`src/rtl/core/assert_macros.svh`:
```
// Assertion macros shared by the list engine RTL.
// Define NO_ASSERTIONS to compile every check away.
`ifndef ASSERT_MACROS_SVH
`define ASSERT_MACROS_SVH

`ifndef NO_ASSERTIONS

// Property checked at every rising clock edge outside reset.
`define ASSERT_CLK(label, clk, rst_n, prop) \
    label: assert property (@(posedge clk) disable iff (!rst_n) prop) \
        else $error("list engine assertion failed");

// Condition that must never be true at a rising clock edge outside reset.
`define ASSERT_NEVER(label, clk, rst_n, cond) \
    label: assert property (@(posedge clk) disable iff (!rst_n) !(cond)) \
        else $error("list engine forbidden condition seen");

`else

`define ASSERT_CLK(label, clk, rst_n, prop)
`define ASSERT_NEVER(label, clk, rst_n, cond)

`endif

`endif

```
`src/rtl/core/ple_pkg.sv`:
```
package ple_pkg;

    // Operation codes, equal to the func field of a command.
    typedef enum logic [1:0] {
        OP_INSERT = 2'd0,
        OP_REMOVE = 2'd1,
        OP_READ   = 2'd2
    } op_e;

    // Result status codes.
    localparam logic [1:0] ST_OK    = 2'd0;
    localparam logic [1:0] ST_RANGE = 2'd1;
    localparam logic [1:0] ST_EMPTY = 2'd2;
    localparam logic [1:0] ST_FULL  = 2'd3;

    // One command transfer.
    typedef struct packed {
        logic [1:0]         func;
        logic [4:0]         position;
        logic signed [31:0] value;
    } cmd_t;

    // One result transfer.
    typedef struct packed {
        logic [1:0]         status;
        logic signed [31:0] element;
        logic [4:0]         length;
    } res_t;

    // Launch request from the command decoder to the sequencer.
    typedef struct packed {
        logic go;
        op_e  op;
    } seq_ctl_t;

    // Completion report from the sequencer.
    typedef struct packed {
        logic done;
        op_e  op;
    } seq_stat_t;

endpackage

```
`src/rtl/core/ple_ram.sv`:
```
module ple_ram #(
    parameter int WIDTH = 32,
    parameter int DEPTH = 16,
    localparam int AW = (DEPTH > 1) ? $clog2(DEPTH) : 1
) (
    input  logic             clk,
    input  logic             we,
    input  logic [AW-1:0]    waddr,
    input  logic [WIDTH-1:0] wdata,
    input  logic [AW-1:0]    raddr,
    output logic [WIDTH-1:0] rdata
);

    logic [WIDTH-1:0] mem [DEPTH];

    // One write port and one registered read port.
    always_ff @(posedge clk)
    begin
        if (we)
        begin
            mem[waddr] <= wdata;
        end
        rdata <= mem[raddr];
    end

endmodule

```
`src/rtl/core/ple_seq.sv`:
```
`include "assert_macros.svh"

module ple_seq #(
    parameter int CAPACITY      = 16,
    parameter int ELEMENT_WIDTH = 32,
    localparam int CNT_W = $clog2(CAPACITY + 1),
    localparam int IDX_W = $clog2(CAPACITY)
) (
    input  logic                     clk,
    input  logic                     rst_n,
    input  ple_pkg::seq_ctl_t        ctl,
    input  logic [CNT_W-1:0]         idx,
    input  logic [CNT_W-1:0]         len,
    input  logic [ELEMENT_WIDTH-1:0] wdata_in,
    output ple_pkg::seq_stat_t       stat,
    output logic                     we,
    output logic [IDX_W-1:0]         waddr,
    output logic [ELEMENT_WIDTH-1:0] wdata,
    output logic [IDX_W-1:0]         raddr,
    input  logic [ELEMENT_WIDTH-1:0] rdata
);

    typedef enum logic [3:0] {
        S_IDLE  = 4'b0001,
        S_STEP  = 4'b0010,
        S_MOVE  = 4'b0100,
        S_FETCH = 4'b1000
    } state_t;

    state_t                   state_reg, state_next;
    ple_pkg::op_e             op_reg, op_next;
    logic [CNT_W-1:0]         cur_reg, cur_next;
    logic [CNT_W-1:0]         idx_reg, idx_next;
    logic [CNT_W-1:0]         len_reg, len_next;
    logic [ELEMENT_WIDTH-1:0] val_reg, val_next;

    logic             is_insert;
    logic [CNT_W-1:0] nb;
    logic [CNT_W-1:0] cmp_a;
    logic [CNT_W-1:0] cmp_b;
    logic             more;

    // Shared index unit: one adder steps the cursor, one comparator ends the walk.
    // Insert walks down from the old length, remove walks up from the position.
    assign is_insert = (op_reg == ple_pkg::OP_INSERT);
    assign nb        = is_insert ? (cur_reg - CNT_W'(1)) : (cur_reg + CNT_W'(1));
    assign cmp_a     = is_insert ? cur_reg : len_reg;
    assign cmp_b     = is_insert ? idx_reg : nb;
    assign more      = (cmp_a > cmp_b);

    // Sequencer: each moved entry is read at the neighbor and written at the cursor.
    always_comb
    begin
        state_next = state_reg;
        op_next    = op_reg;
        cur_next   = cur_reg;
        idx_next   = idx_reg;
        len_next   = len_reg;
        val_next   = val_reg;
        we         = 1'b0;
        waddr      = cur_reg[IDX_W-1:0];
        wdata      = rdata;
        raddr      = (op_reg == ple_pkg::OP_READ) ? cur_reg[IDX_W-1:0] : nb[IDX_W-1:0];
        stat.done  = 1'b0;
        stat.op    = op_reg;

        unique case (state_reg)
            S_IDLE:
            begin
                if (ctl.go)
                begin
                    op_next    = ctl.op;
                    idx_next   = idx;
                    len_next   = len;
                    val_next   = wdata_in;
                    cur_next   = (ctl.op == ple_pkg::OP_INSERT) ? len : idx;
                    state_next = S_STEP;
                end
            end
            S_STEP:
            begin
                if (op_reg == ple_pkg::OP_READ)
                begin
                    state_next = S_FETCH;
                end
                else if (more)
                begin
                    state_next = S_MOVE;
                end
                else
                begin
                    // The walk is over; an insert drops the new value in place.
                    we         = is_insert;
                    wdata      = val_reg;
                    stat.done  = 1'b1;
                    state_next = S_IDLE;
                end
            end
            S_MOVE:
            begin
                we         = 1'b1;
                cur_next   = nb;
                state_next = S_STEP;
            end
            S_FETCH:
            begin
                stat.done  = 1'b1;
                state_next = S_IDLE;
            end
            default:
            begin
                state_next = S_IDLE;
            end
        endcase
    end

    // Control state.
    always_ff @(posedge clk or negedge rst_n)
    begin
        if (!rst_n)
        begin
            state_reg <= S_IDLE;
            op_reg    <= ple_pkg::OP_READ;
        end
        else
        begin
            state_reg <= state_next;
            op_reg    <= op_next;
        end
    end

    // Operands of the running operation.
    always_ff @(posedge clk)
    begin
        cur_reg <= cur_next;
        idx_reg <= idx_next;
        len_reg <= len_next;
        val_reg <= val_next;
    end

    `ASSERT_CLK(a_go_when_idle, clk, rst_n, ctl.go |-> state_reg == S_IDLE)
    `ASSERT_CLK(a_move_then_step, clk, rst_n, state_reg == S_MOVE |=> state_reg == S_STEP)
    `ASSERT_NEVER(a_insert_write_in_list, clk, rst_n, we && is_insert && (cur_reg > len_reg))

endmodule

```
`src/rtl/core/positional_list_engine_unit.sv`:
```
// Positional list engine: an ordered list of up to CAPACITY signed entries in a
// single-port-pair RAM, addressed by 1-based position. A command is taken when
// start is high and busy is low; its one result appears for a single cycle with
// strobe high and must be taken then, as the receiver cannot stall. A command
// that fails its checks (bad position, empty or full list, unused code) leaves
// busy low and gives its result in the next cycle, so such commands may follow
// each other every cycle. Work on the list is done by one sequencer with one
// index adder and comparator that moves entries one at a time through the
// RAM; the result strobe rises in the same cycle as busy falls.
`include "assert_macros.svh"

module positional_list_engine_unit #(
    parameter int CAPACITY      = 16,
    parameter int ELEMENT_WIDTH = 32
) (
    input  logic            clk,
    input  logic            rst_n,
    input  logic            start,
    input  ple_pkg::cmd_t   cmd,
    output logic            busy,
    output logic            strobe,
    output ple_pkg::res_t   result
);

    localparam int CNT_W = $clog2(CAPACITY + 1);
    localparam int IDX_W = $clog2(CAPACITY);
    localparam int CMP_W = ((CNT_W > 5) ? CNT_W : 5) + 1;

    logic                     busy_reg, busy_next;
    logic                     strobe_reg, strobe_next;
    logic [CNT_W-1:0]         length_reg, length_next;
    ple_pkg::res_t            result_reg, result_next;

    logic                     accept;
    logic [CMP_W-1:0]         pos_w;
    logic [CMP_W-1:0]         len_w;
    logic [CMP_W-1:0]         pos_m1;
    logic [CMP_W-1:0]         len_after;
    logic                     dec_ok;
    logic [1:0]               dec_status;
    logic [63:0]              value_ext;
    logic [63:0]              elem_ext;

    ple_pkg::seq_ctl_t        ctl;
    ple_pkg::seq_stat_t       stat;
    logic                     ram_we;
    logic [IDX_W-1:0]         ram_waddr;
    logic [ELEMENT_WIDTH-1:0] ram_wdata;
    logic [IDX_W-1:0]         ram_raddr;
    logic [ELEMENT_WIDTH-1:0] ram_rdata;

    assign accept = start && !busy_reg;
    assign pos_w  = CMP_W'(cmd.position);
    assign len_w  = CMP_W'(length_reg);
    assign pos_m1 = pos_w - CMP_W'(1);

    // Command checks against the current length.
    always_comb
    begin
        dec_ok     = 1'b0;
        dec_status = ple_pkg::ST_RANGE;
        unique case (cmd.func)
            ple_pkg::OP_INSERT:
            begin
                priority if ((pos_w == '0) || (pos_w > (len_w + CMP_W'(1))))
                    dec_status = ple_pkg::ST_RANGE;
                else if (len_w >= CMP_W'(CAPACITY))
                    dec_status = ple_pkg::ST_FULL;
                else
                    dec_ok = 1'b1;
            end
            ple_pkg::OP_REMOVE:
            begin
                priority if (len_w == '0)
                    dec_status = ple_pkg::ST_EMPTY;
                else if ((pos_w == '0) || (pos_w > len_w))
                    dec_status = ple_pkg::ST_RANGE;
                else
                    dec_ok = 1'b1;
            end
            ple_pkg::OP_READ:
            begin
                priority if ((pos_w == '0) || (pos_w > len_w))
                    dec_status = ple_pkg::ST_RANGE;
                else
                    dec_ok = 1'b1;
            end
            default:
            begin
                dec_status = ple_pkg::ST_RANGE;
            end
        endcase
    end

    // Launch the sequencer for a command that passed its checks.
    assign ctl.go    = accept && dec_ok;
    assign ctl.op    = ple_pkg::op_e'(cmd.func);
    assign value_ext = {32'b0, cmd.value};

    // Stored entries are sign-extended from the element width on the way out.
    assign elem_ext = 64'($signed(ram_rdata));

    // Length after a finished operation.
    always_comb
    begin
        unique case (stat.op)
            ple_pkg::OP_INSERT: len_after = len_w + CMP_W'(1);
            ple_pkg::OP_REMOVE: len_after = len_w - CMP_W'(1);
            default:            len_after = len_w;
        endcase
    end

    // Result register and length bookkeeping.
    always_comb
    begin
        busy_next   = busy_reg;
        length_next = length_reg;
        strobe_next = 1'b0;
        result_next = result_reg;
        if (stat.done)
        begin
            busy_next           = 1'b0;
            length_next         = len_after[CNT_W-1:0];
            strobe_next         = 1'b1;
            result_next.status  = ple_pkg::ST_OK;
            result_next.element = (stat.op == ple_pkg::OP_READ) ? elem_ext[31:0] : 32'sd0;
            result_next.length  = len_after[4:0];
        end
        else if (accept)
        begin
            if (dec_ok)
            begin
                busy_next = 1'b1;
            end
            else
            begin
                strobe_next         = 1'b1;
                result_next.status  = dec_status;
                result_next.element = 32'sd0;
                result_next.length  = len_w[4:0];
            end
        end
    end

    always_ff @(posedge clk or negedge rst_n)
    begin
        if (!rst_n)
        begin
            busy_reg   <= 1'b0;
            strobe_reg <= 1'b0;
            length_reg <= '0;
        end
        else
        begin
            busy_reg   <= busy_next;
            strobe_reg <= strobe_next;
            length_reg <= length_next;
        end
    end

    always_ff @(posedge clk)
    begin
        result_reg <= result_next;
    end

    assign busy   = busy_reg;
    assign strobe = strobe_reg;
    assign result = result_reg;

    // Entry storage.
    ple_ram #(
        .WIDTH (ELEMENT_WIDTH),
        .DEPTH (CAPACITY)
    ) u_ram (
        .clk   (clk),
        .we    (ram_we),
        .waddr (ram_waddr),
        .wdata (ram_wdata),
        .raddr (ram_raddr),
        .rdata (ram_rdata)
    );

    // Shift and fetch sequencer.
    ple_seq #(
        .CAPACITY      (CAPACITY),
        .ELEMENT_WIDTH (ELEMENT_WIDTH)
    ) u_seq (
        .clk      (clk),
        .rst_n    (rst_n),
        .ctl      (ctl),
        .idx      (pos_m1[CNT_W-1:0]),
        .len      (length_reg),
        .wdata_in (value_ext[ELEMENT_WIDTH-1:0]),
        .stat     (stat),
        .we       (ram_we),
        .waddr    (ram_waddr),
        .wdata    (ram_wdata),
        .raddr    (ram_raddr),
        .rdata    (ram_rdata)
    );

    `ASSERT_CLK(a_done_only_busy, clk, rst_n, stat.done |-> busy_reg)
    `ASSERT_CLK(a_strobe_not_busy, clk, rst_n, strobe_reg |-> !busy_reg)
    `ASSERT_NEVER(a_length_bound, clk, rst_n, CMP_W'(length_reg) > CMP_W'(CAPACITY))

endmodule

```
`config.mk`:
```
export PLATFORM = sky130hd
export DESIGN_NAME = positional_list_engine_unit
export DESIGN_NICKNAME = d
export VERILOG_FILES = /design/src/rtl/core/ple_pkg.sv /design/src/rtl/core/ple_ram.sv /design/src/rtl/core/ple_seq.sv /design/src/rtl/core/positional_list_engine_unit.sv
export VERILOG_INCLUDE_DIRS = /design/src /design/src/rtl/core
export SDC_FILE = /design/constraint.sdc
export NUM_CORES = 1
export LEC_CHECK = 0
export BUFFER_PORTS_ARGS = -buffer_cell sky130_fd_sc_hd__buf_2
export CAP_MARGIN = 20
export CORE_MARGIN = 5
export CORE_UTILIZATION = 55
export DETAILED_ROUTE_END_ITERATION = 6
export GPL_ROUTABILITY_DRIVEN = 0
export GPL_TIMING_DRIVEN = 0
export HOLD_SLACK_MARGIN = 0.06
export PLACE_DENSITY = 0.73
export SETUP_SLACK_MARGIN = 0.1
export SLEW_MARGIN = 20
export SYNTH_ARGS = -nofsm -noshare
export SYNTH_HDL_FRONTEND = slang
export SYNTH_SLANG_ARGS = --single-unit
```
`constraint.sdc`:
```
create_clock -name clk -period 7.5 [get_ports clk]
set_clock_uncertainty 0.15 [all_clocks]
set_input_delay 0.375 -clock clk [delete_from_list [all_inputs] [get_ports clk]]
set_output_delay 0.375 -clock clk [all_outputs]
set_load 0.005 [all_outputs]
```
==> impl_results.md <==
- Combinational share of power: 0.210
- Nets: 1713
- Final Max Tran Viols: 0
- DRC: 0
- Top cell type's share of synthesized area: 0.701
- Sw Share: 0.281
- Final period utilization: 0.731
- Area grow syn2layout: 17.7%
- Most frequent cell after synthesis: edfxtp_1
- Grt met1 use: 0.348
- Post-cts sizing count: 0
- DR iter-0 viols: 1866
- Die Wd: 225 um
- Port buffer count: 82
- Adder-Cell Fraction of Synth Area: 0.00981
- Fin Setup TNS: 0 ns
- # diodes: 0
- CP Max Fanout: 16
- Largest register FFs: 512
- Register area share after synthesis: 0.741
- Clock transition at the registers of the reported paths: 0.06 ns
- Area of the multi-input gates: 6230 sq um
- H-tree levels: 3
- Filler cells: 3032
- Num CTS Buffers: 67
- IO Pins: 83
- Post-Route WL: 62700 um
- EDFF count, synth: 596
- Mapped Cells: 1422
- Switch Pwr: 2.78 mW
- Syn_area_per_cell: 17.9 sq um
- Via density per instance: 6.22
- Share of cells above drive strength 1: 0.256
- Synthesized Nets: 1484
- Synth cell count leaders: edfxtp_1 (596), mux2_2 (103), mux2i_1 (84)
- Predominant post-synthesis flop cell: edfxtp_1
- Routed Antenna Nets: 0
- Die area: 50800 sq um
- Largest net degree at the start of global routing: 38
- Outcome: finished clean
- 1st-pass router iterations: 6
- Vias in the first global route: 14400
- Clock sink total: 643
- Sequential group share of total power: 0.455
- Die span in y: 225 um
- Grt met2 use: 0.392
- Worst Path Required: 7.64 ns
- Overall routing resource usage: 0.247
- Pwr Total: 9.87 mW
- Worst slew pin tran: 1.12 ns
- Latest clock arrival within the worst-skew pair: 0.60 ns
- Final setup violation count: 0
- First-pass GRT wire length: 92500 um
- TritonCTS clock tree: done
- Post-synthesis compound-gate area fraction: 0.0565
- Synthesized area: 25500 sq um
- Root buffer cell: clkbuf_16
- Placement Setup Slack: 2.11 ns
- Sequential Area: 18900 sq um
- Seq cells post-synth: 643
- Drt wl/cell: 27.1 um
- Post-synthesis simple-gate area fraction: 0.0430
- Crit-path max cell delay: 0.55 ns
- Cell taking the most area after synthesis: edfxtp_1
- Pwr dens: 329 nW/um^2
- Crit path cell chain: buf_6, or2_2, clkbuf_1, xnor2_1, ha_1, nand3_1, nor2_1, a21oi_1, xnor2_1, mux2i_1, ha_1, and3_1, o21ai_0, a31o_2, and2_1, clkbuf_1, buf_2, mux2_2
- Initial core utilization: 0.552
- Finished Layout Cells: 2313
- Grt peak-use layer: met2
- Fmax: 182 MHz
- Arrival time worst endpoint: 5.62 ns
- # placed instances: 2147
- CP Class: reg2reg
- Startpoint types: flop
- Clock tree buffer depth: 3
- HPWL after DPL: 40200 um
- Crit. End Element: flop
- Main combinational cell family by area after synthesis: multiplexers
- Setup bufs post-CTS: 0
- Max Cap Viol: 0
- Core area: 46300 sq um
- FP Rows: 79
- Xor/xnor share of the synthesized area: 0.00691
- Top cells by area, synth: edfxtp_1 (70%), mux2_2 (4.5%), mux4_2 (4.1%)
- Final-report hold violation count: 0
- Pleak: 10.3 nW
- Max_slew headroom: 0.246
- RSZ-0062 raised after global routing: no
- Ys async rst share: 0.0202
- Period minus WS final: 5.49 ns
- Mux contribution to synthesized area: 0.123
- Yosys synthesis warning count: 0
- Final worst slack: 2.01 ns
- Internal: 7.10 mW
- Slowest cell on crit path: buf_2
- Vias: 14400
- Met3 usage: 0.0503
- Initial antenna violation count: 1
- Peak VDD IR: 210 uV
- Clock power frac: 0.335
- Yosys cell types: 58
- Global route overflow: 0
- HP Class: in2reg
[cell families after synthesis]
logic type | count (synthesis)
buf+inv | 97
mux | 242
fa+ha+maj | 20
flops | 643
simple gates | 197
compound gates | 205
xor+xnor | 18
[cell type report]
class	instances	area share
buffer	86	0.0157
clock buffer	93	0.0638
clock inverter	31	0.00975
inverter	11	0.00137
multi-input combinational	682	0.207
sequential	643	0.629
tap	607	0.0253
timing repair buffer	160	0.0473
[power by group through the flow]
| stage | clock network [mW] | logic (mW) | registers [mW] |
|---|---|---|---|
| 2_1_floorplan | 0 | 1.34 | 4.54 |
| 3_3_place_gp | 0 | 1.95 | 4.56 |
| 3_5_place_dp | 0 | 2.02 | 4.57 |
| 4_1_cts | 3.34 | 2.05 | 4.49 |
| 5_1_grt | 3.49 | 2.21 | 4.50 |
| 6_report | 3.31 | 2.07 | 4.50 |
[layer usage]
| layer | wire length (um) | up-vias |
|---|---|---|
| met3 | 5800 | 130 |
| met4 | 1990 | 0 |
| met2 | 29700 | 754 |
| met5 | 0 | - |
| li1 | - | 6236 |
| met1 | 25200 | 7256 |
[cells in the final DEF (no fill, tap or decap), types with 34 or more instances in the layout]
cell / Yosys / layout
a211oi_1: 39 / 39
and3_1: 71 / 71
buf_2: 12 / 94
clkbuf_1: 54 / 67
clkbuf_16: 0 / 69
dfxtp_1: 34 / 34
dlygate4sd3_1: 0 / 42
edfxtp_1: 596 / 596
mux2_2: 103 / 103
mux2i_1: 84 / 84
mux4_2: 46 / 46
o21ai_0: 39 / 39
o22ai_1: 43 / 43
[path summary, 6_finish.rpt]
path / slack (ns) / cells after the start / startpoint / to
worst max-delay path: 2.01 / 18 / u_seq.op_reg[1] / u_ram.mem[13][27]
min in group asynchronous: 0.56 / 3 / rst_n / length_reg[2]
worst min-delay path: 0.17 / 3 / cmd[33] / u_seq.idx_reg[3]
worst max register to register: 2.01 / 18 / u_seq.op_reg[1] / u_ram.mem[13][27]
worst min register to register: 0.37 / 2 / busy / busy
max in group asynchronous: 5.63 / 4 / rst_n / length_reg[4]
[per-stage QoR]
stage               area [sq um]   util  hold slack [ns]
floorplan                  25500      -          -0.0706
global placement           26700  0.577            0.137
detailed placement         27400  0.592            0.144
CTS                        30000  0.649            0.153
global route               30000  0.649            0.179
finish                     30000  0.649            0.174
[worst max-delay path, delay by kind of cell, from the launching register on]
| kind | cells | cell delay [ns] |
|---|---|---|
| xor+xnor | 2 | 0.40 |
| fa+ha+maj | 2 | 0.64 |
| mux | 2 | 0.64 |
| simple gates | 5 | 0.68 |
| compound gates | 3 | 0.46 |
| flops | 1 | 0.52 |
| buf+inv | 4 | 1.67 |
[repair_timing]
item | in CTS | in global routing
endpoints found under the hold margin | 52 | 0
hold buffers | 42 | 0
setup endpoints to repair | 0 | 0
Power figures use the tool's default switching activity.
